==> config.mk <==
export PLATFORM = sky130hd
export DESIGN_NAME = evm_front
export DESIGN_NICKNAME = d
export VERILOG_FILES = /design/src/rtl/evm_pkg.sv /design/src/rtl/evm_front.sv
export VERILOG_INCLUDE_DIRS = /design/src /design/src/rtl
export SDC_FILE = /design/constraint.sdc
export NUM_CORES = 1
export LEC_CHECK = 0
export BUFFER_PORTS_ARGS = -buffer_cell sky130_fd_sc_hd__buf_2
export CORE_UTILIZATION = 45
export DETAILED_ROUTE_END_ITERATION = 10
export PLACE_DENSITY_LB_ADDON = 0.1
export SYNTH_ARGS = -nofsm -noshare
export SYNTH_HDL_FRONTEND = slang
export SYNTH_SLANG_ARGS = --single-unit
==> constraint.sdc <==
create_clock -name clk -period 7.6 [get_ports clk]
set_clock_uncertainty 0.05 [all_clocks]
set_input_delay 1.52 -clock clk [delete_from_list [all_inputs] [get_ports clk]]
set_output_delay 1.52 -clock clk [all_outputs]
set_load 0.02 [all_outputs]
==> src/rtl/element_vortex_metrics_macros.svh <==
// Assertion macros shared by the block's modules
`ifndef ELEMENT_VORTEX_METRICS_MACROS_SVH
`define ELEMENT_VORTEX_METRICS_MACROS_SVH

// Same-cycle implication, checked out of reset
`define EVM_ASSERT_IMPL(lbl, ante, cons, msg) \
  lbl: assert property (@(posedge clk) disable iff (!rst_n) (ante) |-> (cons)) \
    else $error(msg);

// Next-cycle implication, checked out of reset
`define EVM_ASSERT_NEXT(lbl, ante, cons, msg) \
  lbl: assert property (@(posedge clk) disable iff (!rst_n) (ante) |=> (cons)) \
    else $error(msg);

`endif

==> src/rtl/evm_pkg.sv <==
package evm_pkg;

  typedef struct packed {
    logic signed [31:0] vel_x;
    logic signed [31:0] vel_y;
    logic signed [31:0] vel_z;
    logic signed [31:0] grad_x;
    logic signed [31:0] grad_y;
    logic signed [31:0] grad_z;
    logic               last_node;
  } in_item_t;

  typedef struct packed {
    logic signed [31:0] q_value;
    logic signed [31:0] vort_x;
    logic signed [31:0] vort_y;
    logic signed [31:0] vort_z;
    logic [30:0]        vort_magnitude;
  } out_item_t;

  // Queue entry: node item plus its classified dimension
  typedef struct packed {
    in_item_t item;
    logic     full_3d;
  } evm_qent_t;

  localparam logic [1:0] DIM_2D = 2'd2;
  localparam logic [1:0] DIM_RESET = 2'd3;
  localparam int unsigned QDEPTH = 2;
  localparam int unsigned ACC_N = 9;

  function automatic logic signed [63:0] sat_add64(logic signed [63:0] a,
                                                   logic signed [63:0] b);
    logic signed [64:0] s;
    s = {a[63], a} + {b[63], b};
    if (s[64] != s[63])
      return s[64] ? {1'b1, 63'd0} : {1'b0, {63{1'b1}}};
    return s[63:0];
  endfunction

  function automatic logic signed [63:0] sat_sub64(logic signed [63:0] a,
                                                   logic signed [63:0] b);
    logic signed [64:0] s;
    s = {a[63], a} - {b[63], b};
    if (s[64] != s[63])
      return s[64] ? {1'b1, 63'd0} : {1'b0, {63{1'b1}}};
    return s[63:0];
  endfunction

  function automatic logic signed [31:0] clamp32(logic signed [63:0] x);
    if (x > 64'sd2147483647) return 32'sh7fffffff;
    if (x < -64'sd2147483648) return 32'sh80000000;
    return x[31:0];
  endfunction

  // Tensor row and column of a flat entry index
  function automatic logic [1:0] row_of(logic [3:0] k);
    if (k < 4'd3) return 2'd0;
    if (k < 4'd6) return 2'd1;
    return 2'd2;
  endfunction

  function automatic logic [1:0] col_of(logic [3:0] k);
    if (k < 4'd3) return k[1:0];
    if (k < 4'd6) return 2'(k - 4'd3);
    return 2'(k - 4'd6);
  endfunction

endpackage

==> src/rtl/evm_front.sv <==
`include "element_vortex_metrics_macros.svh"

module evm_front
  import evm_pkg::*;
(
  input  logic      clk,
  input  logic      rst_n,
  input  logic      in_valid,
  output logic      in_ready,
  input  in_item_t  in_data,
  input  logic      cfg_valid,
  output logic      cfg_ready,
  input  logic [1:0] cfg_data,
  output logic      q_valid,
  output evm_qent_t q_data,
  input  logic      q_pop
);

  logic [1:0] dim_r, dim_nxt;
  evm_qent_t  mem_r [QDEPTH];
  logic       wptr_r, wptr_nxt, rptr_r, rptr_nxt;
  logic [1:0] count_r, count_nxt;
  logic       push;

  assign cfg_ready = 1'b1;
  assign in_ready  = (count_r != 2'(QDEPTH));
  assign push      = in_valid && in_ready;
  assign q_valid   = (count_r != 2'd0);
  assign q_data    = mem_r[rptr_r];

  // Update dimension and queue pointers
  always_comb begin
    dim_nxt   = (cfg_valid && cfg_ready) ? cfg_data : dim_r;
    wptr_nxt  = push ? ~wptr_r : wptr_r;
    rptr_nxt  = q_pop ? ~rptr_r : rptr_r;
    count_nxt = count_r + 2'(push) - 2'(q_pop);
  end

  always_ff @(posedge clk) begin
    if (!rst_n) begin
      dim_r   <= DIM_RESET;
      wptr_r  <= 1'b0;
      rptr_r  <= 1'b0;
      count_r <= 2'd0;
    end else begin
      dim_r   <= dim_nxt;
      wptr_r  <= wptr_nxt;
      rptr_r  <= rptr_nxt;
      count_r <= count_nxt;
    end
  end

  // Classify and store the transfer
  always_ff @(posedge clk) begin
    if (push) begin
      mem_r[wptr_r].item    <= in_data;
      mem_r[wptr_r].full_3d <= (dim_r != DIM_2D);
    end
  end

  `EVM_ASSERT_IMPL(a_cnt_bound, 1'b1, count_r <= 2'(QDEPTH), "queue overfilled")
  `EVM_ASSERT_NEXT(a_cnt_push, push && !q_pop, count_r == $past(count_r) + 2'd1, "push lost")

endmodule

=== Word-level counts from Yosys, hierarchy flattened ===
Memories as Yosys holds them, arrays and structs flattened. A register that Yosys moved wholly into a read port is not among the register bits.
Cells that the tools add are included.

* Add/subtract/negate cells: 2
* Eq/ne operators: 2
* Mux-type cells: 4
* Bitwise logic cells: 2
* Reductions and logical operators: 2

{| class="wikitable"
|+ Operators by type and width
! cell !! count
|-
| 1-bit 2-to-1 mux || 4
|-
| 2-bit != test (second input constant) || 2
|-
| 2-bit by 1-bit adder with 2-bit output || 1
|-
| 1-bit NOT || 2
|-
| 2-bit nonzero test || 1
|-
| 2-bit by 1-bit subtractor with 2-bit output || 1
|-
| 1-bit logical AND || 1
|}

* Register bits: 6
* RAM bits: 388
* Output and inout bits: 197
* Memories: 1

{| class="wikitable"
|+ Memory list
! name !! depth !! bits a word !! read ports !! clocked after memory_dff !! wr ports !! line !! RTL
|-
| mem_r || 2 || 194 || 1 || 1 || 1 || evm_front.sv:20 || <nowiki>evm_qent_t mem_r [QDEPTH];</nowiki>
|}

=== Longest topological paths before layout ===
Gate-level depths: netlist (run 1).

* Depth after elaboration: 4
* Mapped depth: 7
* Depth with buffers taken out: 7

=== Least setup slack after synthesis (run 1) ===
OpenSTA, ideal clock, no wires.

* Path kind: in2reg
* Start point: input in_valid
* End point: memory mem_r[1][0] (netlist bit), enable pin
* Library setup time: 580 ps
* Data arrival time: 6004 ps
* Required time: 6970 ps
* Slack: 966 ps
* Stages on the path: 1
* Path through: and3_1

* Word-level cells in the longest chain between the ends: 3

{| class="wikitable"
|+ Ends and longest elaborated chain
! element !! line !! RTL
|-
| start: declaration || evm_front.sv:8 || <nowiki>input logic in_valid,</nowiki>
|-
| 1-bit logical AND || evm_front.sv:27 || <nowiki>assign push = in_valid && in_ready;</nowiki>
|-
| 1-bit 2-to-1 mux || evm_front.sv:55 || <nowiki>if (push) begin</nowiki>
|-
| 1-bit 2-to-1 mux (implied by the code) || evm_front.sv:57 || <nowiki>mem_r[wptr_r].full_3d <= (dim_r != DIM_2D);</nowiki>
|-
| end: declaration || evm_front.sv:20 ||
|}

Every way passes these cells.

==> qor.csv, run 1 <==
stage,metric,value,unit
cells_and_area,final_cell_area,0.0188,mm²
global_route,grt_pass1_vias,7313,
sta,min_period_over_period,0.552,
placed_design,gp_congestion,0.713,
worst_hold_path,hold_depth,2,
setup_path,reg2reg_slack,4.99,ns
power_and_ir_drop,power_leakage,7.35,nW
placed_design,io_buffers,395,
power_and_ir_drop,ir_drop,0.269,mV
sta,max_freq,238,MHz
cells_and_area,layout-drive-gt1-share,0.601,
power_and_ir_drop,cellPowerDensity,292,mW/mm²
setup_path,rr_endpoint,mem_r[0][171],
die,core_area,0.0327,mm²
setup_path,criticalPathCategory,reg -> out,
logic_synthesis,syn_area,0.0150,mm²
setup_path,worstPathMaxFanout,62,
routing,wirelength,29400,µm
placed_design,dpl.cell_count,1461,
routing,drt_drc_violations_left,0,
logic_synthesis,syn_nets,843,
logic_synthesis,ys_warn_count,0,
sta,relSlewSlack,0.227,
logic_synthesis,synthFlopType,edfxtp_1,
global_route,grt_max_degree,119,
clocking,ctsResizeCount,0,
logic_synthesis,yosysMostFrequentCell,edfxtp_1,
sta,rsz0062_at_grt,false,
placed_design,placed_area,0.0174,mm²
global_route,antenna_found_initial,7,
worst_hold_path,holdPathEnd,dim_r[1],
die,die_w,185,µm
die,placement_rows,66,
sta,tightest_slew,1.16,ns
sta,drv_slew,0,
routing,vias,7316,
die,die_h,185,µm
logic_synthesis,synth_top_cell_by_area,edfxtp_1,
run_status,status,completed,
global_route,grt_usage,0.164,
clocking,clkTransAtPathRegs,0.06,ns
run,maxCapViolCount,0,
clocking,ctsHoldBuffers,0,
routing,vias_per_cell,4.75,
logic_synthesis,avgSynthCellArea,23.4,µm²
power_and_ir_drop,total_power,5.47,mW
clocking,h-tree-depth,2,
setup_path,crit_required,6.03,ns
sta,fin_crit,4.19,ns
placed_design,pre_cts_ws,3.86,ns
clocking,insertion_delay,0.52,ns
die,start_util,0.459,
setup_path,r2r_cells,4,
cells_and_area,layout.nets,1264,
die,io_pins,397,
routing,drtIter0Drc,347,
clocking,postCtsSetupBuffers,0,
sta,finalSetupTns,0,ns
clocking,root_buffer,clkbuf_16,
cells_and_area,area_growth,24.8,%
sta,final_hold_viol_count,0,
logic_synthesis,synth_top_area_frac,0.775,
clocking,cts_tree,done,
routing,final_antenna_net_count,0,
setup_path,start_kind,flop,
logic_synthesis,async_flop_share,0,
placed_design,hpwl,19100,µm
logic_synthesis,synth-seq-cells,395,
logic_synthesis,ys_top_cells_by_area,"edfxtp_1, mux2_4, mux2_2",
logic_synthesis,ys_seq_area_frac,0.785,
logic_synthesis,synth_cells,642,
logic_synthesis,synth_edf_count,388,
clocking,ctsLongestPathBuffers,3,
worst_hold_path,hold_class,reg -> reg,
sta,finalSetupViolCount,0,
setup_path,rr_startpoint,count_r[0],
routing,avgRoutedWirePerCell,19.1,µm
logic_synthesis,ys_types,28,
setup_path,cp-end-kind,output pin,
global_route,grt_pass1_wl,41500,µm
worst_hold_path,min-delay-start,dim_r[1],
routing,drtPass1Iterations,4,
clocking,clock_sinks,395,
die,dieArea,0.0341,mm²
setup_path,cp_data_arrival_time,2.62,ns
sta,fin_ws,3.41,ns
logic_synthesis,synth_commonest_cells,"edfxtp_1, mux2_4, mux2_2, buf_6, dfxtp_1",
global_route,grt_overflow_total,0,
clocking,cts_made_buffers,42,
cells_and_area,layout.cells.non_filler,1540,
==> per-stage QoR <==
step / hold WS (ns) / util
after floorplan: 0.382 / -
after global placement: 0.401 / 0.532
after detailed placement: 0.411 / 0.532
after CTS: 0.432 / 0.573
after global routing: 0.453 / 0.573
final: 0.430 / 0.573
==> state kept, by name (all words and copies together), names as in the netlist, named ones only <==
| signal | flops |
|---|---|
| mem_r | 388 |
| count_r | 2 |
| dim_r | 2 |
| rptr_r | 1 |
| wptr_r | 1 |
==> layout by cell type (no fill, tap or decap), types with 2 or more instances in the layout <==
cell type / instances
buf_2: 395
edfxtp_1: 388
mux2_4: 160
clkbuf_16: 43
mux2_2: 34
clkinv_1: 12
clkbuf_1: 7
clkinv_2: 7
dfxtp_1: 6
bufinv_16: 5
nand2_1: 4
buf_4: 4
diode_2: 3
and2_1: 3
mux2i_1: 3
nand2b_1: 2
nand3b_1: 2
buf_12: 2
==> cell families (layout without fill, tap and decap cells) <==
kind of cell	Yosys count	after routing	synth area share
flops	395	395	0.785
mux	197	197	0.187
buf+inv	26	479	0.0167
simple gates	15	15	0.00583
compound gates	5	5	0.00300
xor+xnor	2	2	0.00117
fa+ha+maj	1	1	0.000833
other cells	1	4	0.000250
==> worst max-delay path, cell delays in order (launching register included) <==
cell	delay [ns]
dfxtp_4	0.54
buf_4	0.93
mux2_2	0.43
buf_2	0.16
==> worst max path at each step <==
stage | start | endpoint | slack, ns | cells past startpoint
after floorplan | in_valid | mem_r[1][0] | 0.97 | 1
after global placement | in_valid | mem_r[0][150] | 3.87 | 4
after detailed placement | in_valid | mem_r[0][150] | 3.86 | 4
after CTS | flop | q_data[7] | 3.33 | 3
after global routing | flop | q_data[12] | 3.27 | 3
final | flop | q_data[7] | 3.41 | 3
==> final cells by class <==
| class | instances | area (µm²) |
|---|---|---|
| Antenna cell | 3 | 7.51 |
| Clock buffer | 50 | 1100 |
| Clock inverter | 26 | 246 |
| Fill cell | 2604 | 13900 |
| Inverter | 2 | 15.0 |
| Multi-Input combinational cell | 221 | 2990 |
| Sequential cell | 395 | 11800 |
| Tap cell | 442 | 553 |
| Timing Repair Buffer | 401 | 2050 |
==> power by group <==
group | switching, mW | internal [mW] | total (mW)
Sequential | 0.0451 | 2.61 | 2.66
Clock | 0.785 | 1.20 | 1.99
Combinational | 0.477 | 0.348 | 0.825
==> per-layer routing <==
metal | global-route usage | share of wire | vias up
li1 | - | - | 3402
met1 | 0.191 | 0.38 | 3589
met2 | 0.280 | 0.50 | 267
met3 | 0.0644 | 0.092 | 50
met4 | 0.0493 | 0.020 | 8
met5 | 0 | 0.0014 | -
Note: power is estimated with default switching activity, not from simulation.
==> run 2, diff against run 1 <==
clock period = 4.4 ns   (was 7.6 ns; I/O delays follow)
==> run 2 against run 1 <==
  * Final area is 0.36% higher
  * Critical path depth stayed put
  * Clock power is 66% higher
  * Global-route usage is 0.068 points lower
  * Count of clock-buffer cells in the layout is 9 higher
  * Sequential power is 73% higher
  * Flip-flop and latch count stayed put
  * Core utilization is 0.21 points higher
  * Cell count is 0.52% higher
  * Via count is 0.30% higher
  * Hold slack worse by 0.0075 ns
  * Combinational power is 72% higher
  * Critical path type unchanged
==> qor.csv, run 2 (synthesized netlist as in run 1, its figures left out) <==
stage,metric,value,unit,change
sta,finalSetupTns,0,ns,unchanged
global_route,grt_pass1_wl,41800,µm,"was 41,500 µm"
cells_and_area,multiInputGateArea,0.00299,mm²,unchanged
sta,tightest_slew,0.898,ns,was 1.16 ns
die,dieArea,0.0341,mm²,unchanged
placed_design,hpwl,19300,µm,"was 19,100 µm"
die,core_area,0.0327,mm²,unchanged
cells_and_area,top_regs,"mem_r x388, count_r x2, dim_r x2",,unchanged
clocking,h-tree-depth,2,,unchanged
power_and_ir_drop,p_int,7.10,mW,was 4.16 mW
global_route,grt_max_degree,96,,was 119
placed_design,gp_congestion,0.728,,was 0.713
setup_path,crit_chain,buf_4 -> mux2_4 -> buf_2,,was buf_4 -> mux2_2 -> buf_2
placed_design,dpl.cell_count,1468,,"was 1,461"
setup_path,cpMaxStageDelayCell,dfxtp_4,,was buf_4
clocking,root_buffer,clkbuf_16,,unchanged
clocking,clock_sinks,395,,unchanged
sta,finalSetupViolCount,0,,unchanged
clocking,ctsLongestPathBuffers,3,,unchanged
die,die_w,185,µm,unchanged
cells_and_area,largest_reg_flops,388,,unchanged
placed_design,pre_cts_ws,1.53,ns,was 3.86 ns
cells_and_area,largest_register,mem_r,,unchanged
setup_path,crit_family,flip-flops,,was buffers and inverters
routing,drtPass1Iterations,4,,unchanged
cells_and_area,layout.nets,1271,,"was 1,264"
sta,hold_ws,0.422,ns,was 0.430 ns
routing,vias_per_cell,4.74,,was 4.75
cells_and_area,layout-drive-gt1-share,0.600,,was 0.601
routing,vias,7338,,"was 7,316"
clocking,cts_tree,done,,unchanged
setup_path,critPathMaxStageDelay,0.94,ns,was 0.93 ns
clocking,insertion_delay,0.52,ns,about the same
routing,drt_drc_violations_left,0,,unchanged
setup_path,worstPathMaxFanout,47,,was 62
cells_and_area,area_growth,25.3,%,was 24.8%
die,io_pins,397,,unchanged
global_route,grt_overflow_total,0,,unchanged
die,die_h,185,µm,unchanged
worst_hold_path,hold_class,reg -> reg,,unchanged
routing,avgRoutedWirePerCell,18.7,µm,was 19.1 µm
sta,min_period_over_period,0.760,,
routing,wirelength,28900,µm,"was 29,400 µm"
clocking,cts_made_buffers,42,,unchanged
power_and_ir_drop,clkPwrFrac,0.354,,was 0.363
sta,final_hold_viol_count,0,,unchanged
run,maxCapViolCount,0,,unchanged
cells_and_area,final_common_cell,buf_2,,unchanged
run_status,status,completed,,unchanged
power_and_ir_drop,seq_power_share,0.494,,was 0.486
cells_and_area,n_fill_cell,2580,,"was 2,604"
sta,fin_crit,3.34,ns,
setup_path,criticalPathCategory,reg -> out,,unchanged
routing,final_antenna_net_count,0,,unchanged
clocking,postCtsSetupBuffers,0,,unchanged
clocking,ctsHoldBuffers,0,,unchanged
routing,drtIter0Drc,420,,was 347
sta,drv_slew,0,,unchanged
clocking,clkTransAtPathRegs,0.05,ns,was 0.06 ns
power_and_ir_drop,ir_drop,0.384,mV,was 0.269 mV
sta,relSlewSlack,0.401,,was 0.227
setup_path,critPathBufInv,2,,unchanged
global_route,antenna_found_initial,12,,was 7
global_route,grt_usage,0.164,,about the same
cells_and_area,layout.cells.non_filler,1548,,"was 1,540"
power_and_ir_drop,power_leakage,7.38,nW,was 7.35 nW
placed_design,io_buffers,395,,unchanged
global_route,grt_pass1_vias,7451,,"was 7,313"
setup_path,start_kind,flop,,unchanged
setup_path,crit_required,3.47,ns,was 6.03 ns
setup_path,cp-end-kind,output pin,,unchanged
power_and_ir_drop,cellPowerDensity,495,mW/mm²,was 292 mW/mm²
sta,fin_ws,1.06,ns,was 3.41 ns
clocking,ctsResizeCount,0,,unchanged
die,placement_rows,66,,unchanged
setup_path,cp_data_arrival_time,2.41,ns,was 2.62 ns
die,start_util,0.459,,unchanged
power_and_ir_drop,p_sw_frac,0.238,,was 0.239
power_and_ir_drop,p_switching,2.22,mW,was 1.31 mW
power_and_ir_drop,comb_power_share,0.152,,was 0.151
power_and_ir_drop,total_power,9.32,mW,was 5.47 mW
sta,max_freq,299,MHz,
cells_and_area,final-seq-area,0.0118,mm²,unchanged
sta,rsz0062_at_grt,false,,unchanged
cells_and_area,final_cell_mix,"buf_2, edfxtp_1, mux2_4, clkbuf_16, mux2_2",,unchanged
==> run 2: cell types whose count changed in the layout (fill, tap and decap cells not counted), sizes merged <==
cell / change
bufinv: -3
diode: +1
clkinv: -4
buf: +7
clkbuf: +9
inv: -2
==> run 2: metal layers <==
layer / GRT usage / part of all wire / up-vias
li1: - / - / 3418
met1: 0.192 / 0.38 / 3591
met2: 0.278 / 0.52 / 258
met3: 0.0567 / 0.080 / 55
met4: 0.0605 / 0.021 / 16
met5: 0 / 0.0033 / -
==> run 2: area by class of cell <==
type,count,area share
clock buffers,59,0.0626
inverters,2,0.000598
diodes,4,0.000532
clock inverters,17,0.00658
repair buffers,408,0.115
flip-flops and latches,395,0.627
multi-input cells,221,0.159
well taps,442,0.0294
==> run 2: worst paths after layout <==
path | slack [ns] | startpoint | end | cells past startpoint
worst max register to register | 2.32 | count_r[0] | mem_r[0][0] | 4
worst min register to register | 0.42 | dim_r[0] | dim_r[0] | 2
worst max-delay path | 1.06 | flop | q_data[186] | 3
worst min-delay path | 0.42 | dim_r[0] | dim_r[0] | 2
==> run 2: worst register-to-register path, cell delays in order, from the launching register on <==
cell and delay [ns]:
dfxtp_1 0.38, nand2b_1 0.21, nand3b_1 0.15, clkinvlp_4 0.38
buf_12 0.43
==> run 2: metrics by stage <==
| stage | area [µm²] | util |
|---|---|---|
| 6_report | 18800 | 0.576 |
| 5_1_grt | 18800 | 0.576 |
| 4_1_cts | 18800 | 0.575 |
| 3_5_place_dp | 17500 | 0.535 |
| 3_3_place_gp | 17500 | 0.535 |
| 2_1_floorplan | 15000 | - |
==> run 2: power by group through the flow <==
stage                     Sequential, mW  Clock [mW]  Combinational, mW
after floorplan                     4.67           0              0.988
after global placement              4.67           0               1.44
after detailed placement            4.69           0               1.44
after CTS                           4.61        3.40               1.45
after global routing                4.63        3.53               1.51
final                               4.60        3.30               1.42
==> run 3, diff against run 2 <==
clock period = 3.1 ns   (was 4.4 ns; I/O delays follow)
==> run 3 against run 2 <==
  * Setup slack got worse by 0.78 ns
  * Die area unchanged
  * Flip-flop and latch count unchanged
  * Critical path depth unchanged
  * Power increased by 40%
  * Cell count increased by 0.19%
  * First-iteration DRC count decreased by 7.6%
  * Clock power increased by 35%
  * Sequential share of layout area decreased by 0.21 points
  * Count of clock-buffer cells in the layout decreased by 6
  * Final area increased by 0.34%
  * Core utilization increased by 0.20 points
==> qor.csv, run 3 (synthesized netlist as in run 1, its figures left out) <==
stage,metric,value,unit,change
run_status,status,completed,,unchanged
clocking,cts_made_buffers,41,,was 42
cells_and_area,top_regs,"mem_r x388, count_r x2, dim_r x2",,unchanged
clocking,ctsHoldBuffers,0,,unchanged
die,dieArea,0.0341,mm²,unchanged
clocking,insertion_delay,0.51,ns,was 0.52 ns
global_route,grt_pass1_wl,42000,µm,"was 41,800 µm"
power_and_ir_drop,power_leakage,7.41,nW,was 7.38 nW
clocking,clkTransAtPathRegs,0.06,ns,was 0.05 ns
cells_and_area,layout.nets,1278,,"was 1,271"
clocking,ctsResizeCount,0,,unchanged
worst_hold_path,hold_class,in -> reg,,was reg -> reg
setup_path,r2r_cells,3,,was 4
die,die_w,185,µm,unchanged
sta,relSlewSlack,0.558,,was 0.401
setup_path,cp-end-kind,output pin,,unchanged
clocking,postCtsSetupBuffers,0,,unchanged
routing,wirelength,28900,µm,about the same
die,placement_rows,66,,unchanged
setup_path,cp_data_arrival_time,2.15,ns,was 2.41 ns
cells_and_area,final_cell_mix,"buf_2, edfxtp_1, mux2_4, clkbuf_16, mux2_2",,unchanged
global_route,grt_usage,0.164,,about the same
die,core_area,0.0327,mm²,unchanged
cells_and_area,fin_util,0.577,,was 0.576
setup_path,criticalPathCategory,reg -> out,,unchanged
routing,drtIter0Drc,388,,was 420
global_route,grt_pass1_vias,7461,,"was 7,451"
power_and_ir_drop,ir_drop,0.599,mV,was 0.384 mV
sta,tightest_slew,0.663,ns,was 0.898 ns
placed_design,pre_cts_ws,0.765,ns,was 1.53 ns
sta,fin_crit,2.82,ns,
cells_and_area,layout-drive-gt1-share,0.606,,was 0.600
power_and_ir_drop,cellPowerDensity,692,mW/mm²,was 495 mW/mm²
sta,min_period_over_period,0.909,,
routing,final_antenna_net_count,0,,unchanged
cells_and_area,area_growth,25.7,%,was 25.3%
global_route,grt_overflow_total,0,,unchanged
setup_path,start_kind,flop,,unchanged
sta,drv_slew,0,,unchanged
routing,vias,7328,,"was 7,338"
clocking,ctsLongestPathBuffers,3,,unchanged
sta,fin_ws,0.282,ns,was 1.06 ns
sta,rsz0062_at_grt,false,,unchanged
sta,finalSetupViolCount,0,,unchanged
clocking,h-tree-depth,2,,unchanged
clocking,root_buffer,clkbuf_16,,unchanged
die,start_util,0.459,,unchanged
placed_design,io_buffers,395,,unchanged
routing,drt_drc_violations_left,0,,unchanged
setup_path,worstPathMaxFanout,27,,was 47
routing,drtPass1Iterations,4,,unchanged
placed_design,gp_congestion,0.711,,was 0.728
global_route,antenna_found_initial,8,,was 12
sta,final_hold_viol_count,0,,unchanged
worst_hold_path,hold_depth,1,,was 2
cells_and_area,largest_reg_flops,388,,unchanged
clocking,cts_tree,done,,unchanged
routing,avgRoutedWirePerCell,18.6,µm,was 18.7 µm
clocking,clock_sinks,395,,unchanged
placed_design,dpl.cell_count,1476,,"was 1,468"
die,die_h,185,µm,unchanged
run,maxCapViolCount,0,,unchanged
cells_and_area,layout.cells.non_filler,1551,,"was 1,548"
setup_path,crit_required,2.43,ns,was 3.47 ns
cells_and_area,final_common_cell,buf_2,,unchanged
placed_design,hpwl,19600,µm,"was 19,300 µm"
cells_and_area,largest_register,mem_r,,unchanged
routing,vias_per_cell,4.72,,was 4.74
global_route,grt_max_degree,68,,was 96
die,io_pins,397,,unchanged
sta,max_freq,355,MHz,
## run 3: path summary, 6_finish.rpt
path / from / endpoint / slack (ns)
min reg2reg: dim_r[0] / dim_r[0] / 0.41
min: in_data[21] / mem_r[0][22] / 0.24
max reg2reg: count_r[0] / mem_r[1][181] / 1.19
max: flop / q_data[15] / 0.28
## run 3: routing by layer
metal  GRT usage  up-vias  routed length, µm
met5           0        -                 40
met4      0.0572        6                681
met3      0.0587       53               2590
met2       0.278      258              14300
met1       0.193     3576              11200
li1            -     3435                  -
## run 3: cell type report
cell class | instances | area, µm²
fill | 2612 | 13800
sequential | 395 | 11800
multi-input combinational | 221 | 2990
timing repair buffer | 416 | 2310
clock buffer | 53 | 1080
tap | 442 | 553
clock inverter | 18 | 135
inverter | 2 | 11.3
antenna | 4 | 10.0
## run 3: critical path, cell delays in order (launching register included)
cell and delay [ns]:
dfxtp_4 0.78, buf_4 0.34, mux2_2 0.35, buf_2 0.16
## run 3: report_power, final
group          total [mW]  internal, mW  leakage, nW  switching (mW)
sequential           6.52          6.39         3.68           0.124
clock                4.47          2.61        0.600            1.86
combinational        2.07         0.910         3.13            1.16
total                13.1          9.92         7.41            3.15
## run 3: metrics by stage
step	power [mW]	TNS (ns)	hold WS, ns	area, µm²
floorplan	8.04	-266.50	0.382	15000
global placement	8.72	0	0.399	17700
detailed placement	8.74	0	0.400	17700
CTS	13.3	0	0.210	18900
global route	13.6	0	0.218	18900
finish	13.1	0	0.240	18900
